===== src/hw/rtl/sgr_pkg.sv =====
package sgr_pkg;

   // Pointer operation codes
   localparam logic [1:0] OP_PRESS   = 2'd0;
   localparam logic [1:0] OP_MOVE    = 2'd1;
   localparam logic [1:0] OP_RELEASE = 2'd2;
   localparam logic [1:0] OP_CANCEL  = 2'd3;

   // Result event codes
   localparam logic [1:0] EV_NONE      = 2'd0;
   localparam logic [1:0] EV_STARTED   = 2'd1;
   localparam logic [1:0] EV_TRIGGERED = 2'd2;
   localparam logic [1:0] EV_CANCELLED = 2'd3;

   // Configuration register indexes
   localparam int CSR_ADDR_W = 3;
   localparam int CSR_DATA_W = 16;
   localparam logic [CSR_ADDR_W-1:0] REG_REGION_MIN_X = 3'd0;
   localparam logic [CSR_ADDR_W-1:0] REG_REGION_MAX_X = 3'd1;
   localparam logic [CSR_ADDR_W-1:0] REG_REGION_MIN_Y = 3'd2;
   localparam logic [CSR_ADDR_W-1:0] REG_REGION_MAX_Y = 3'd3;
   localparam logic [CSR_ADDR_W-1:0] REG_BOUND_ENABLE = 3'd4;
   localparam logic [CSR_ADDR_W-1:0] REG_SWIPE_AXIS   = 3'd5;
   localparam logic [CSR_ADDR_W-1:0] REG_MIN_DISTANCE = 3'd6;
   localparam logic [CSR_ADDR_W-1:0] REG_MIN_INTERVAL = 3'd7;

   // Register reset values
   localparam logic signed [15:0] RST_REGION_MIN = 16'sd0;
   localparam logic signed [15:0] RST_REGION_MAX = 16'sd32767;
   localparam logic [3:0]         RST_BOUND_EN   = 4'hF;
   localparam logic [15:0]        RST_MIN_INTERVAL = 16'd500;

   // Speed format: signed Q16.16
   localparam int SPEED_W = 32;
   localparam int FRAC_W  = 16;

   typedef struct packed {
      logic signed [15:0] region_min_x;
      logic signed [15:0] region_max_x;
      logic signed [15:0] region_min_y;
      logic signed [15:0] region_max_y;
      logic [3:0]         bound_enable;
      logic               swipe_axis;
      logic [15:0]        min_distance;
      logic [15:0]        min_interval;
   } sgr_cfg_type;

   // Controller to datapath
   typedef struct packed {
      logic load_item;
      logic start_div;
      logic step_div;
      logic commit;
   } sgr_cmd_type;

   // Datapath to controller
   typedef struct packed {
      logic need_speed;
      logic div_last;
   } sgr_sts_type;

endpackage


===== src/hw/rtl/swipe_gesture_recognizer.sv =====
// Channel   Direction  Accept when           Payload
// req_*     in         tvalid && tready      tuser: op; tdata: pos_x, pos_y, time_ms
// rsp_*     out        tvalid && tready      tuser: event_res; tdata: duration_ms, speed
// csr_*     in         csr_we                csr_addr selects register, csr_wdata value
//
// An item passes through accept, evaluate and commit when no speed is computed, and
// through a divide step between evaluate and commit when a move or release samples a
// speed: the restoring divider retires one quotient bit per cycle.
// Reset is synchronous and active high; it restores register defaults and disarms.
// A new item is accepted while the previous result waits on rsp; commit stalls only
// when a result is still pending and rsp_tready is low.
module swipe_gesture_recognizer #(
   parameter int COORD_WIDTH = 16,
   parameter int TIME_WIDTH  = 32
) (
   input  logic clock,
   input  logic reset,
   // input items
   input  logic                  req_tvalid,
   output logic                  req_tready,
   input  logic [1:0]            req_tuser,   // [1:0] op
   input  logic [((2*COORD_WIDTH+TIME_WIDTH+7)/8)*8-1:0] req_tdata,
                                 // pos_x, pos_y, time_ms from bit 0 up, zero pad
   // result items
   output logic                  rsp_tvalid,
   input  logic                  rsp_tready,
   output logic [1:0]            rsp_tuser,   // [1:0] event_res
   output logic [((TIME_WIDTH+sgr_pkg::SPEED_W+7)/8)*8-1:0] rsp_tdata,
                                 // duration_ms, speed from bit 0 up, zero pad
   // configuration writes
   input  logic                            csr_we,
   input  logic [sgr_pkg::CSR_ADDR_W-1:0]  csr_addr,
   input  logic [sgr_pkg::CSR_DATA_W-1:0]  csr_wdata
);
   import sgr_pkg::*;

   localparam int RSP_DW = ((TIME_WIDTH + SPEED_W + 7) / 8) * 8;

   sgr_cfg_type cfg_ff, cfg_in;
   sgr_cmd_type cmd;
   sgr_sts_type sts;

   logic [1:0]            out_ev;
   logic [TIME_WIDTH-1:0] out_dur;
   logic [SPEED_W-1:0]    out_speed;

   // Register writes
   always_comb begin
      cfg_in = cfg_ff;
      if (csr_we) begin
         case (csr_addr)
            REG_REGION_MIN_X: cfg_in.region_min_x = $signed(csr_wdata);
            REG_REGION_MAX_X: cfg_in.region_max_x = $signed(csr_wdata);
            REG_REGION_MIN_Y: cfg_in.region_min_y = $signed(csr_wdata);
            REG_REGION_MAX_Y: cfg_in.region_max_y = $signed(csr_wdata);
            REG_BOUND_ENABLE: cfg_in.bound_enable = csr_wdata[3:0];
            REG_SWIPE_AXIS:   cfg_in.swipe_axis   = csr_wdata[0];
            REG_MIN_DISTANCE: cfg_in.min_distance = csr_wdata;
            REG_MIN_INTERVAL: cfg_in.min_interval = csr_wdata;
            default: begin
               cfg_in = cfg_ff;
            end
         endcase
      end
   end

   always_ff @(posedge clock) begin
      if (reset) begin
         cfg_ff.region_min_x <= RST_REGION_MIN;
         cfg_ff.region_max_x <= RST_REGION_MAX;
         cfg_ff.region_min_y <= RST_REGION_MIN;
         cfg_ff.region_max_y <= RST_REGION_MAX;
         cfg_ff.bound_enable <= RST_BOUND_EN;
         cfg_ff.swipe_axis   <= 1'b0;
         cfg_ff.min_distance <= '0;
         cfg_ff.min_interval <= RST_MIN_INTERVAL;
      end else begin
         cfg_ff <= cfg_in;
      end
   end

   sgr_ctrl u_ctrl (
      .clock      (clock),
      .reset      (reset),
      .req_tvalid (req_tvalid),
      .req_tready (req_tready),
      .rsp_tvalid (rsp_tvalid),
      .rsp_tready (rsp_tready),
      .sts        (sts),
      .cmd        (cmd)
   );

   sgr_dpath #(
      .COORD_WIDTH (COORD_WIDTH),
      .TIME_WIDTH  (TIME_WIDTH)
   ) u_dpath (
      .clock     (clock),
      .reset     (reset),
      .in_op     (req_tuser),
      .in_x      ($signed(req_tdata[COORD_WIDTH-1:0])),
      .in_y      ($signed(req_tdata[2*COORD_WIDTH-1:COORD_WIDTH])),
      .in_time   (req_tdata[2*COORD_WIDTH+TIME_WIDTH-1:2*COORD_WIDTH]),
      .cfg       (cfg_ff),
      .cmd       (cmd),
      .sts       (sts),
      .out_ev    (out_ev),
      .out_dur   (out_dur),
      .out_speed (out_speed)
   );

   assign rsp_tuser = out_ev;
   assign rsp_tdata = RSP_DW'({out_speed, out_dur});

endmodule


===== src/hw/rtl/sgr_ctrl.sv =====
module sgr_ctrl (
   input  logic                clock,
   input  logic                reset,
   input  logic                req_tvalid,
   output logic                req_tready,
   output logic                rsp_tvalid,
   input  logic                rsp_tready,
   input  sgr_pkg::sgr_sts_type sts,
   output sgr_pkg::sgr_cmd_type cmd
);
   import sgr_pkg::*;

   localparam logic [1:0] ST_IDLE = 2'd0;
   localparam logic [1:0] ST_EVAL = 2'd1;
   localparam logic [1:0] ST_DIV  = 2'd2;
   localparam logic [1:0] ST_FIN  = 2'd3;

   logic [1:0] state_ff, state_in;
   logic       rsp_valid_ff, rsp_valid_in;
   logic       slot_free;

   assign slot_free  = !rsp_valid_ff || rsp_tready;
   assign req_tready = (state_ff == ST_IDLE);
   assign rsp_tvalid = rsp_valid_ff;

   // Sequence one item: capture, evaluate, divide if needed, commit
   always_comb begin
      state_in      = state_ff;
      cmd.load_item = 1'b0;
      cmd.start_div = 1'b0;
      cmd.step_div  = 1'b0;
      cmd.commit    = 1'b0;
      case (state_ff)
         ST_IDLE: begin
            if (req_tvalid) begin
               cmd.load_item = 1'b1;
               state_in      = ST_EVAL;
            end
         end
         ST_EVAL: begin
            if (sts.need_speed) begin
               cmd.start_div = 1'b1;
               state_in      = ST_DIV;
            end else begin
               state_in = ST_FIN;
            end
         end
         ST_DIV: begin
            cmd.step_div = 1'b1;
            if (sts.div_last) begin
               state_in = ST_FIN;
            end
         end
         ST_FIN: begin
            if (slot_free) begin
               cmd.commit = 1'b1;
               state_in   = ST_IDLE;
            end
         end
         default: begin
            state_in = ST_IDLE;
         end
      endcase
   end

   // Hold the result until taken
   always_comb begin
      if (cmd.commit) begin
         rsp_valid_in = 1'b1;
      end else if (rsp_tready) begin
         rsp_valid_in = 1'b0;
      end else begin
         rsp_valid_in = rsp_valid_ff;
      end
   end

   always_ff @(posedge clock) begin
      if (reset) begin
         state_ff     <= ST_IDLE;
         rsp_valid_ff <= 1'b0;
      end else begin
         state_ff     <= state_in;
         rsp_valid_ff <= rsp_valid_in;
      end
   end

   a_accept_to_eval: assert property (@(posedge clock) disable iff (reset)
      (req_tvalid && req_tready) |=> (state_ff == ST_EVAL))
      else $error("accepted item did not move to evaluation");

   a_commit_slot_free: assert property (@(posedge clock) disable iff (reset)
      cmd.commit |-> (!rsp_valid_ff || rsp_tready))
      else $error("commit would overwrite a pending result");

   a_commit_shows: assert property (@(posedge clock) disable iff (reset)
      cmd.commit |=> rsp_valid_ff)
      else $error("committed result not presented");

   a_div_exit: assert property (@(posedge clock) disable iff (reset)
      (state_ff == ST_DIV) |=> (state_ff == ST_DIV || state_ff == ST_FIN))
      else $error("divider left without finishing");

endmodule


===== src/hw/rtl/sgr_dpath.sv =====
module sgr_dpath #(
   parameter int COORD_WIDTH = 16,
   parameter int TIME_WIDTH  = 32
) (
   input  logic                          clock,
   input  logic                          reset,
   input  logic [1:0]                    in_op,
   input  logic signed [COORD_WIDTH-1:0] in_x,
   input  logic signed [COORD_WIDTH-1:0] in_y,
   input  logic [TIME_WIDTH-1:0]         in_time,
   input  sgr_pkg::sgr_cfg_type          cfg,
   input  sgr_pkg::sgr_cmd_type          cmd,
   output sgr_pkg::sgr_sts_type          sts,
   output logic [1:0]                    out_ev,
   output logic [TIME_WIDTH-1:0]         out_dur,
   output logic [sgr_pkg::SPEED_W-1:0]   out_speed
);
   import sgr_pkg::*;

   localparam int CW   = COORD_WIDTH;
   localparam int TW   = TIME_WIDTH;
   localparam int DW   = CW + 1;
   localparam int QW   = DW + FRAC_W;
   localparam int CNTW = $clog2(QW + 1);
   localparam int QXW  = (QW > SPEED_W + 1) ? QW : SPEED_W + 1;
   localparam int RW   = (CW > 16) ? CW : 16;
   localparam int MW   = (DW > 16) ? DW : 16;
   localparam logic [QXW-1:0] POS_LIM = QXW'({1'b0, {(SPEED_W-1){1'b1}}});
   localparam logic [QXW-1:0] NEG_LIM = QXW'({1'b1, {(SPEED_W-1){1'b0}}});

   // Captured item
   logic [1:0]           op_ff;
   logic signed [CW-1:0] x_ff, y_ff;
   logic [TW-1:0]        t_ff;

   // Gesture state
   logic                 armed_ff, armed_in;
   logic signed [CW-1:0] start_x_ff, start_x_in, start_y_ff, start_y_in;
   logic signed [CW-1:0] prev_x_ff, prev_x_in, prev_y_ff, prev_y_in;
   logic signed [CW-1:0] recent_x_ff, recent_x_in, recent_y_ff, recent_y_in;
   logic [TW-1:0]        upd_time_ff, upd_time_in, rec_time_ff, rec_time_in;
   logic [SPEED_W-1:0]   cur_speed_ff, cur_speed_in;

   // Divider
   logic [QW-1:0]   dvd_ff, dvd_in;
   logic [TW-1:0]   rem_ff, rem_in;
   logic [CNTW-1:0] cnt_ff, cnt_in;
   logic [TW:0]     rem_sh;
   logic [TW+1:0]   diff;
   logic            ge;

   // Result register
   logic [1:0]         ev_ff, ev_in;
   logic [TW-1:0]      dur_ff, dur_in;
   logic [SPEED_W-1:0] spd_ff, spd_in;

   logic [TW-1:0]      dt;
   logic [DW-1:0]      dx, dy, adx, ady, mag, ax, ay, travel;
   logic               neg, interval_ok, in_region, reached;
   logic [QXW-1:0]     q_ext, q_sat;
   logic [SPEED_W-1:0] new_speed;

   function automatic logic [DW-1:0] sdiff(input logic signed [CW-1:0] a,
                                           input logic signed [CW-1:0] b);
      return {a[CW-1], a} - {b[CW-1], b};
   endfunction

   function automatic logic [DW-1:0] mag_of(input logic [DW-1:0] d);
      return d[DW-1] ? (~d + 1'b1) : d;
   endfunction

   // Elapsed time, dominant axis, start region and travel
   always_comb begin
      dt          = t_ff - upd_time_ff;
      interval_ok = (dt >= TW'(cfg.min_interval));
      dx          = sdiff(x_ff, prev_x_ff);
      dy          = sdiff(y_ff, prev_y_ff);
      adx         = mag_of(dx);
      ady         = mag_of(dy);
      if (adx > ady) begin
         mag = adx;
         neg = dx[DW-1];
      end else begin
         mag = ady;
         neg = dy[DW-1];
      end
      in_region = 1'b1;
      if (cfg.bound_enable[0] && (RW'($signed(cfg.region_min_x)) > RW'(x_ff))) begin
         in_region = 1'b0;
      end
      if (cfg.bound_enable[1] && (RW'($signed(cfg.region_max_x)) < RW'(x_ff))) begin
         in_region = 1'b0;
      end
      if (cfg.bound_enable[2] && (RW'($signed(cfg.region_min_y)) > RW'(y_ff))) begin
         in_region = 1'b0;
      end
      if (cfg.bound_enable[3] && (RW'($signed(cfg.region_max_y)) < RW'(y_ff))) begin
         in_region = 1'b0;
      end
      ax      = mag_of(sdiff(x_ff, start_x_ff));
      ay      = mag_of(sdiff(y_ff, start_y_ff));
      travel  = cfg.swipe_axis ? ax : ay;
      reached = (cfg.min_distance == 16'd0) || (MW'(travel) >= MW'(cfg.min_distance));
   end

   assign sts.need_speed = armed_ff &&
      (((op_ff == OP_MOVE) && interval_ok) ||
       ((op_ff == OP_RELEASE) && (!interval_ok || (cur_speed_ff == '0))));
   assign sts.div_last = (cnt_ff == CNTW'(1));

   // One restoring step: shift in a dividend bit, subtract when it fits
   always_comb begin
      rem_sh = {rem_ff, dvd_ff[QW-1]};
      diff   = {1'b0, rem_sh} - {2'b00, dt};
      ge     = !diff[TW+1];
      dvd_in = dvd_ff;
      rem_in = rem_ff;
      cnt_in = cnt_ff;
      if (cmd.start_div) begin
         dvd_in = {mag, {FRAC_W{1'b0}}};
         rem_in = '0;
         cnt_in = CNTW'(QW);
      end else if (cmd.step_div) begin
         dvd_in = {dvd_ff[QW-2:0], ge};
         rem_in = ge ? diff[TW-1:0] : rem_sh[TW-1:0];
         cnt_in = cnt_ff - 1'b1;
      end
   end

   // Saturate and apply sign; zero elapsed time saturates through all-ones quotient
   always_comb begin
      q_ext = QXW'(dvd_ff);
      if (neg) begin
         q_sat = (q_ext > NEG_LIM) ? NEG_LIM : q_ext;
      end else begin
         q_sat = (q_ext > POS_LIM) ? POS_LIM : q_ext;
      end
      if ((dt == '0) && (mag == '0)) begin
         new_speed = '0;
      end else if (neg) begin
         new_speed = '0 - q_sat[SPEED_W-1:0];
      end else begin
         new_speed = q_sat[SPEED_W-1:0];
      end
   end

   // Next gesture state and result on commit
   always_comb begin
      armed_in     = armed_ff;
      start_x_in   = start_x_ff;
      start_y_in   = start_y_ff;
      prev_x_in    = prev_x_ff;
      prev_y_in    = prev_y_ff;
      recent_x_in  = recent_x_ff;
      recent_y_in  = recent_y_ff;
      upd_time_in  = upd_time_ff;
      rec_time_in  = rec_time_ff;
      cur_speed_in = cur_speed_ff;
      ev_in        = ev_ff;
      dur_in       = dur_ff;
      spd_in       = spd_ff;
      if (cmd.commit) begin
         ev_in  = EV_NONE;
         dur_in = '0;
         spd_in = '0;
         case (op_ff)
            OP_PRESS: begin
               if (in_region) begin
                  armed_in    = 1'b1;
                  start_x_in  = x_ff;
                  prev_x_in   = x_ff;
                  recent_x_in = x_ff;
                  start_y_in  = y_ff;
                  prev_y_in   = y_ff;
                  recent_y_in = y_ff;
                  upd_time_in = t_ff;
                  rec_time_in = t_ff;
                  ev_in       = EV_STARTED;
               end
            end
            OP_MOVE: begin
               if (sts.need_speed) begin
                  cur_speed_in = new_speed;
                  upd_time_in  = rec_time_ff;
                  rec_time_in  = t_ff;
                  prev_x_in    = recent_x_ff;
                  prev_y_in    = recent_y_ff;
                  recent_x_in  = x_ff;
                  recent_y_in  = y_ff;
               end
            end
            OP_RELEASE: begin
               if (armed_ff) begin
                  dur_in = dt;
                  if (reached) begin
                     ev_in  = EV_TRIGGERED;
                     spd_in = sts.need_speed ? new_speed : cur_speed_ff;
                  end else begin
                     ev_in = EV_CANCELLED;
                  end
               end
               armed_in     = 1'b0;
               cur_speed_in = '0;
               upd_time_in  = '0;
               rec_time_in  = '0;
            end
            OP_CANCEL: begin
               if (armed_ff) begin
                  ev_in  = EV_CANCELLED;
                  dur_in = dt;
               end
               armed_in     = 1'b0;
               cur_speed_in = '0;
               upd_time_in  = '0;
               rec_time_in  = '0;
            end
            default: begin
               ev_in = EV_NONE;
            end
         endcase
      end
   end

   // Capture the item
   always_ff @(posedge clock) begin
      if (cmd.load_item) begin
         op_ff <= in_op;
         x_ff  <= in_x;
         y_ff  <= in_y;
         t_ff  <= in_time;
      end
   end

   // Divider and result registers
   always_ff @(posedge clock) begin
      dvd_ff <= dvd_in;
      rem_ff <= rem_in;
      ev_ff  <= ev_in;
      dur_ff <= dur_in;
      spd_ff <= spd_in;
   end

   always_ff @(posedge clock) begin
      if (reset) begin
         cnt_ff       <= '0;
         armed_ff     <= 1'b0;
         start_x_ff   <= '0;
         start_y_ff   <= '0;
         prev_x_ff    <= '0;
         prev_y_ff    <= '0;
         recent_x_ff  <= '0;
         recent_y_ff  <= '0;
         upd_time_ff  <= '0;
         rec_time_ff  <= '0;
         cur_speed_ff <= '0;
      end else begin
         cnt_ff       <= cnt_in;
         armed_ff     <= armed_in;
         start_x_ff   <= start_x_in;
         start_y_ff   <= start_y_in;
         prev_x_ff    <= prev_x_in;
         prev_y_ff    <= prev_y_in;
         recent_x_ff  <= recent_x_in;
         recent_y_ff  <= recent_y_in;
         upd_time_ff  <= upd_time_in;
         rec_time_ff  <= rec_time_in;
         cur_speed_ff <= cur_speed_in;
      end
   end

   assign out_ev    = ev_ff;
   assign out_dur   = dur_ff;
   assign out_speed = spd_ff;

   a_step_counts: assert property (@(posedge clock) disable iff (reset)
      (cmd.step_div && !sts.div_last) |=> (cnt_ff != '0))
      else $error("divider count ran out early");

   a_start_loads: assert property (@(posedge clock) disable iff (reset)
      cmd.start_div |=> (cnt_ff == CNTW'(QW)))
      else $error("divider not loaded with full step count");

   a_disarm: assert property (@(posedge clock) disable iff (reset)
      (cmd.commit && (op_ff == OP_CANCEL || op_ff == OP_RELEASE)) |=>
      (!armed_ff && cur_speed_ff == '0))
      else $error("release or cancel left the gesture armed");

endmodule


===== config.mk =====
export PLATFORM = sky130hd
export DESIGN_NAME = swipe_gesture_recognizer
export DESIGN_NICKNAME = d
export VERILOG_FILES = /design/src/hw/rtl/sgr_pkg.sv /design/src/hw/rtl/swipe_gesture_recognizer.sv /design/src/hw/rtl/sgr_ctrl.sv /design/src/hw/rtl/sgr_dpath.sv
export SDC_FILE = /design/constraint.sdc
export NUM_CORES = 1
export LEC_CHECK = 0
export BUFFER_PORTS_ARGS = -buffer_cell sky130_fd_sc_hd__buf_2
export CAP_MARGIN = 15
export CORE_ASPECT_RATIO = 0.5
export CORE_MARGIN = 4
export CORE_UTILIZATION = 50
export CTS_CLUSTER_DIAMETER = 50
export DETAILED_ROUTE_END_ITERATION = 16
export PLACE_DENSITY = 0.73
export SLEW_MARGIN = 30
export SYNTH_ARGS = -nofsm -noshare
export SYNTH_HDL_FRONTEND = slang
export SYNTH_SLANG_ARGS = --single-unit

===== constraint.sdc =====
create_clock -name clock -period 6.9 [get_ports clock]
set_input_delay 2.07 -clock clock [delete_from_list [all_inputs] [get_ports clock]]
set_output_delay 2.07 -clock clock [all_outputs]
set_load 0.02 [all_outputs]

# After elaboration in Yosys (flattened, before gate mapping)
# Index checks and enable logic that the tools add are counted.
# Widths: inputs -> output; s select.
# word_totals
ff_bits,500
in_bits,90
output_inout_bits,68
wordCells,180
# classes
n_addsub,12
magnitude_cmp,9
n_eq_ne,19
mux,59
bitwise,4
reduce_logical,45
# ops
op,count
$mux 32,10
$pmux 32 s3,2
$pmux 16 s2,4
$mux 17,6
$mux 16,6
$add 17x1->17 const B,4
$not 17->17,4
$sub 16x16->17,4
$mux 33,2
$logic_not 32->1,2
$pmux 32 s2,1
$sub 33x32->34,1
$gt 33x31->1 const B,1
$gt 33x32->1 const B,1
$ge 32x16->1,1
$gt 16x16->1,2
$lt 16x16->1,2
$sub 1x32->32 const A,1
$sub 32x32->32,1
$reduce_and 2->1,10
$mux 1,18
$ge 17x16->1,1
$gt 17x17->1,1
$logic_not 17->1,1
24 further kinds,62

# Depth between registers and ports, before layout
# depth
word_depth,12
ltp_mapped,33
ltp_nobuf,29

# Modules after synthesis
# A second synthesis with hierarchy kept.
# hier_totals
hier_cells,3823
hier_area_um2,32994.1
# modules_own_cells
module,n_inst,cells_each,area_per_inst_um2,seq_area_each_um2
sgr_dpath,1,3428,28783.9,9419.0
swipe_gesture_recognizer,1,368,3947.5,2021.9
sgr_ctrl,1,27,262.8,60.1

# Least setup slack after synthesis
# Ideal clock, no wire load.
# synth_timing
path_type,reg-to-reg
startpoint,register u_dpath.y_ff[0]
endpoint,"register u_dpath.spd_ff[28], in the netlist u_dpath.out_speed[28] (data pin)"
setup_time_ns,0.131
arrival_time_ns,6.904
required_time_ns,6.769
path_slack_ns,-0.135
path_stages_with_launch,33
n_path_buf,4
period_less_slack_ns,7.035
path_cell_list,edfxtp_1 > inv_1 > ha_1 > fa_1 > nand2b_1 > a21oi_1 > xor2_1 > or2_1 > or4_1 > nor2_1 > a31oi_1 > xnor2_1 > inv_1 > ha_1 > nand4_1 > nor4_1 > a2111oi_0 > a22o_1 > clkbuf_1 > clkbuf_1 > o21ai_0 > clkbuf_1 > nand2_1 > nand2_1 > inv_1 > ha_1 > buf_2 > inv_1 > nor3_1 > o21ai_0 > or3_1 > a41oi_1 > a22o_1
# synth_via
elab_chain_cells,11
word_cells_on_any_way,22
classes_between,add/sub: 5; order compare: 2; mux: 9; bitwise: 2; reduce/logical: 4
# synth_lines
item,line,text
start: declaration,sgr_dpath.sv:33,"logic signed [CW-1:0] x_ff, y_ff;"
start signal: assignment,sgr_dpath.sv:229,y_ff <= in_y;
$sub 16x16->17,sgr_dpath.sv:65,"return {a[CW-1], a} - {b[CW-1], b};"
$not 17->17,sgr_dpath.sv:69,return d[DW-1] ? (~d + 1'b1) : d;
$add 17x1->17,sgr_dpath.sv:69,
$mux 17,sgr_dpath.sv:69,
$gt 17x17->1,sgr_dpath.sv:80,if (adx > ady) begin
$mux 1,sgr_dpath.sv:80,
$mux 32,sgr_dpath.sv:133,if (neg) begin
$sub 1x32->32,sgr_dpath.sv:141,new_speed = '0 - q_sat[SPEED_W-1:0];
$mux 32,sgr_dpath.sv:140,end else if (neg) begin
$mux 32,sgr_dpath.sv:138,if ((dt == '0) && (mag == '0)) begin
$mux 32,-,
end signal: assignment,sgr_dpath.sv:240,spd_ff <= spd_in;
end: declaration,sgr_dpath.sv:55,"logic [SPEED_W-1:0] spd_ff, spd_in;"
# Parallel ways exist; a longest one is shown, timed or not.
# A chain may end at the register's enable or synchronous reset.

# Final worst setup path
# layout_timing
startpoint,register u_dpath.x_ff[0]
endpoint,"register u_dpath.spd_ff[30], in the netlist u_dpath.out_speed[30] (data pin)"
# layout_via
elab_chain_cells,11
word_cells_on_any_way,22
classes_between,add/sub: 5; order compare: 2; mux: 9; bitwise: 2; reduce/logical: 4
# layout_lines
item,line,text
start: declaration,sgr_dpath.sv:33,
start signal: assignment,sgr_dpath.sv:228,x_ff <= in_x;
$sub 16x16->17,sgr_dpath.sv:65,
$not 17->17,sgr_dpath.sv:69,
$add 17x1->17,sgr_dpath.sv:69,
$mux 17,sgr_dpath.sv:69,
$gt 17x17->1,sgr_dpath.sv:80,
$mux 1,sgr_dpath.sv:80,
$mux 32,sgr_dpath.sv:133,
$sub 1x32->32,sgr_dpath.sv:141,
$mux 32,sgr_dpath.sv:140,
$mux 32,sgr_dpath.sv:138,
$mux 32,-,
# Parallel ways exist; a longest one is shown, timed or not.

==> reports/metrics.cfg <==
[status]
outcome = finished clean

[logic_synthesis]
syn_inst = 3811
synth-compound-area-share_pct = 20.42
muxShareOfSynthArea_pct = 4.874
async_reset_ff_share_pct = 0
yosysUniqueCellTypes = 95
synth-seq-cells = 500
synth_xor_area_share_pct = 3.943
synthTopCellsByArea = dfxtp_1 22%, edfxtp_1 14%, ha_1 9.7%, a21oi_1 5.3%, nand2_1 4.8%
synth-seq-area-share_pct = 35.67
synthesis.area_per_instance_um2 = 8.460
syn_nets = 4156
synth_edf_count = 149
synth-main-ff-cell = dfxtp_1
synth-warning-count = 0
yosysTopAreaCell = dfxtp_1
synth_area_um2 = 32240
synth_top_family_by_area = compound AO/OA/AOI/OAI gates
synthSimpleGateAreaFrac_pct = 19.66
synth_top_area_share_pct = 21.79
synth_fa_ha_area_share_pct = 10.04

[clock_tree]
clock_latency_ps = 600
ctsResizeCount = 0
clockBufferDepth = 3
cts.sinks = 500
cts_max_level = 2
cts-root-buf = clkbuf_16
cts_tree = done
post-cts-setup-buffers = 0
ctsHoldBuffers = 0
numCtsBuffers = 49
clk_pin_slew_ps = 60

[floorplan]
initial_core_util_pct = 50.83
die_x_um = 367.1
die_area_um2 = 68860
rows = 65
die_h_um = 187.6
core_area_um2 = 63440
ios = 158

[global_route]
use_met2_pct = 40.18
grtUsageTotal_pct = 25.27
grt_pass1_wl_um = 143200
grt_max_degree = 176
use_met1_pct = 35.86
use_met3_pct = 3.514
busiest_layer = met2
grt_pass1_vias = 26167
grt-ovfl-total = 0
antenna_found_initial = 2

[critical_path]
reg2regPathDepth = 23
r2r-end = u_dpath.out_speed[30]$_SDFFCE_PN0P_
reg2reg_setup_slack_ps = 330
cp-end-kind = flop
reg2reg_from = u_dpath.x_ff[0]$_DFFE_PP_
crit_slowest_cell = nor3_1
worstPathArrival_ps = 6910
crit_path_max_fanout = 32
worstPathCellList = inv_1, ha_1, fa_1, nand2b_1, a21oi_1, xor2_1, nor3_1, nand4_4, o41ai_2, xnor2_1, ha_1, nand4_1, nor4_2, a2111oi_2, a22o_2, buf_4, mux2i_1, or4_1, a2111oi_2, a41oi_1, and3_1, buf_6, a22o_1
startpoint = u_dpath.x_ff[0]$_DFFE_PP_
max_stage_delay_ps = 540
cp-start-kind = flop
path_class = reg2reg
required_ps = 7240
endpoint = u_dpath.out_speed[30]$_SDFFCE_PN0P_

[timing]
whs_ps = 450.8
fin_crit_sh_pct = 95.29
fin_ws_ps = 325.0
fmax_ghz = 0.1521
fin_skew_ps = 35.20
min_period_ps = 6575
worst_pin_slew_ps = 968.7
max_slew_margin_pct = 35.03
slew_violations = 0
hold_viol = 0
setup_viol = 0

[routing]
ant_nets = 0
drt_iter0_markers = 2425
routed_via_density = 5.935
wl_per_cell_um = 19.02
via_count = 28282
drt-total-wl_um = 90640
first_pass_iters = 5
drc_errors = 0

[cells_and_area]
design_area_um2 = 35640
final_cells = 4765
fin_util_pct = 56.19
drive_above_1_share_pct = 10.72
final_nets = 4233
mostFrequentLayoutCell = nand2_1
syn_to_final_growth_pct = 10.55
antennaDiodeCount = 0
final_cell_mix = 416 x nand2_1, 388 x nor2_1, 351 x dfxtp_1

[placement]
place_hpwl_um = 66660
post-place-ws_ps = 198.4
globalplace.congestion = 0.9559
portBuffers = 157
post_dp_cell_area_um2 = 33900
dp.cells = 4674

[min_path]
min_path_type = reg2reg

[job]
drv_cap = 0

[power]
powerDensity_nw_per_um2 = 391.6
p_leak_nw = 13.86
vdd_drop_max_mv = 0.2639

-- routing by layer --
metal  part of all wire, %  vias to the layer above
met4                   2.8                        0
met2                    44                      834
li1                      -                    13872
met3                   6.1                      149
met1                    47                    13427
met5                     0                        -
-- report_power, final --
group          total (mW)  internal (mW)  switching (mW)
sequential           3.67           3.38           0.294
clock                2.78           1.57            1.22
combinational        7.50           2.88            4.62
-- registers in the layout, indices dropped and copies added, names as in the netlist, 2 cells and up --
| signal | count |
|---|---|
| u_dpath.dvd_ff | 33 |
| u_dpath.y_ff | 16 |
| cfg_ff | 101 |
| u_dpath.rec_time_ff | 32 |
| u_dpath.rem_ff | 32 |
| u_dpath.recent_x_ff | 16 |
| u_dpath.x_ff | 16 |
| u_dpath.cur_speed_ff | 32 |
| u_dpath.out_dur | 32 |
| u_dpath.recent_y_ff | 16 |
| u_dpath.op_ff | 2 |
| u_dpath.start_y_ff | 16 |
| u_ctrl.state_ff | 2 |
| u_dpath.out_speed | 32 |
| u_dpath.out_ev | 2 |
| u_dpath.prev_x_ff | 16 |
| u_dpath.cnt_ff | 6 |
| u_dpath.t_ff | 32 |
| u_dpath.upd_time_ff | 32 |
| u_dpath.start_x_ff | 16 |
| u_dpath.prev_y_ff | 16 |
-- logic make-up after synthesis --
family | Yosys count
flip-flops | 500
adder cells (fa/ha/maj) | 255
AO/OA/AOI/OAI | 1003
XOR/XNOR | 143
multiplexers | 156
buffers and inverters | 429
AND/OR/NAND/NOR | 1325
-- synth_stat cells (28+ instances only) --
library cell,instances
ha_1,249
xor2_1,57
o21a_1,43
nor4_1,38
a21oi_1,340
or3_1,60
dfxtp_1,351
or3b_2,32
a21o_1,63
and3_1,28
buf_2,31
clkbuf_1,150
nand2_1,416
nand3b_1,41
nand3_1,66
o21ai_0,146
nand2b_1,29
a211oi_1,84
inv_1,230
nor2_1,394
mux2i_1,148
a22o_1,66
nand4_1,29
nor2b_1,41
xnor2_1,85
edfxtp_1,149
a31oi_1,37
nor3_1,70
-- final cells by class --
type,count,area [um^2]
clock inverter,21,216.5
timing repair buffer,225,1384
fill,5700,27790
clock buffer,70,1428
inverter,230,863.3
sequential,500,11500
tap,837,1047
multi-input combinational,2882,19200
-- how the worst min path moves through the flow --
stage / from / end / slack (ps) / depth (start not counted)
floorplan: u_dpath.rec_time_ff[31]$_SDFFE_PP0P_ / u_dpath.rec_time_ff[31]$_SDFFE_PP0P_ / 430 / 2
global placement: u_dpath.rec_time_ff[31]$_SDFFE_PP0P_ / u_dpath.rec_time_ff[31]$_SDFFE_PP0P_ / 440 / 2
detailed placement: u_dpath.upd_time_ff[5]$_SDFFE_PP0P_ / u_dpath.upd_time_ff[5]$_SDFFE_PP0P_ / 440 / 2
CTS: u_dpath.upd_time_ff[5]$_SDFFE_PP0P_ / u_dpath.upd_time_ff[5]$_SDFFE_PP0P_ / 450 / 2
global route: u_dpath.upd_time_ff[5]$_SDFFE_PP0P_ / u_dpath.upd_time_ff[5]$_SDFFE_PP0P_ / 470 / 2
finish: u_dpath.upd_time_ff[27]$_SDFFE_PP0P_ / u_dpath.upd_time_ff[27]$_SDFFE_PP0P_ / 450 / 2
-- per-stage QoR --
stage | TNS, ps | total power, mW
floorplan | 0 | 9.071
global placement | 0 | 10.86
detailed placement | 0 | 11.04
CTS | 0 | 13.83
global route | -18.22 | 14.94
finish | 0 | 13.96
-- critical path: cells and delay by family, from the launching register on --
family          cells  cell delay (ps)
mux                 1              140
buf+inv             3              460
xor+xnor            2              380
compound gates      7             1730
flops               1              340
simple gates        7             2210
fa+ha+maj           3             1050
No activity file was read; power rests on OpenSTA's default activity.
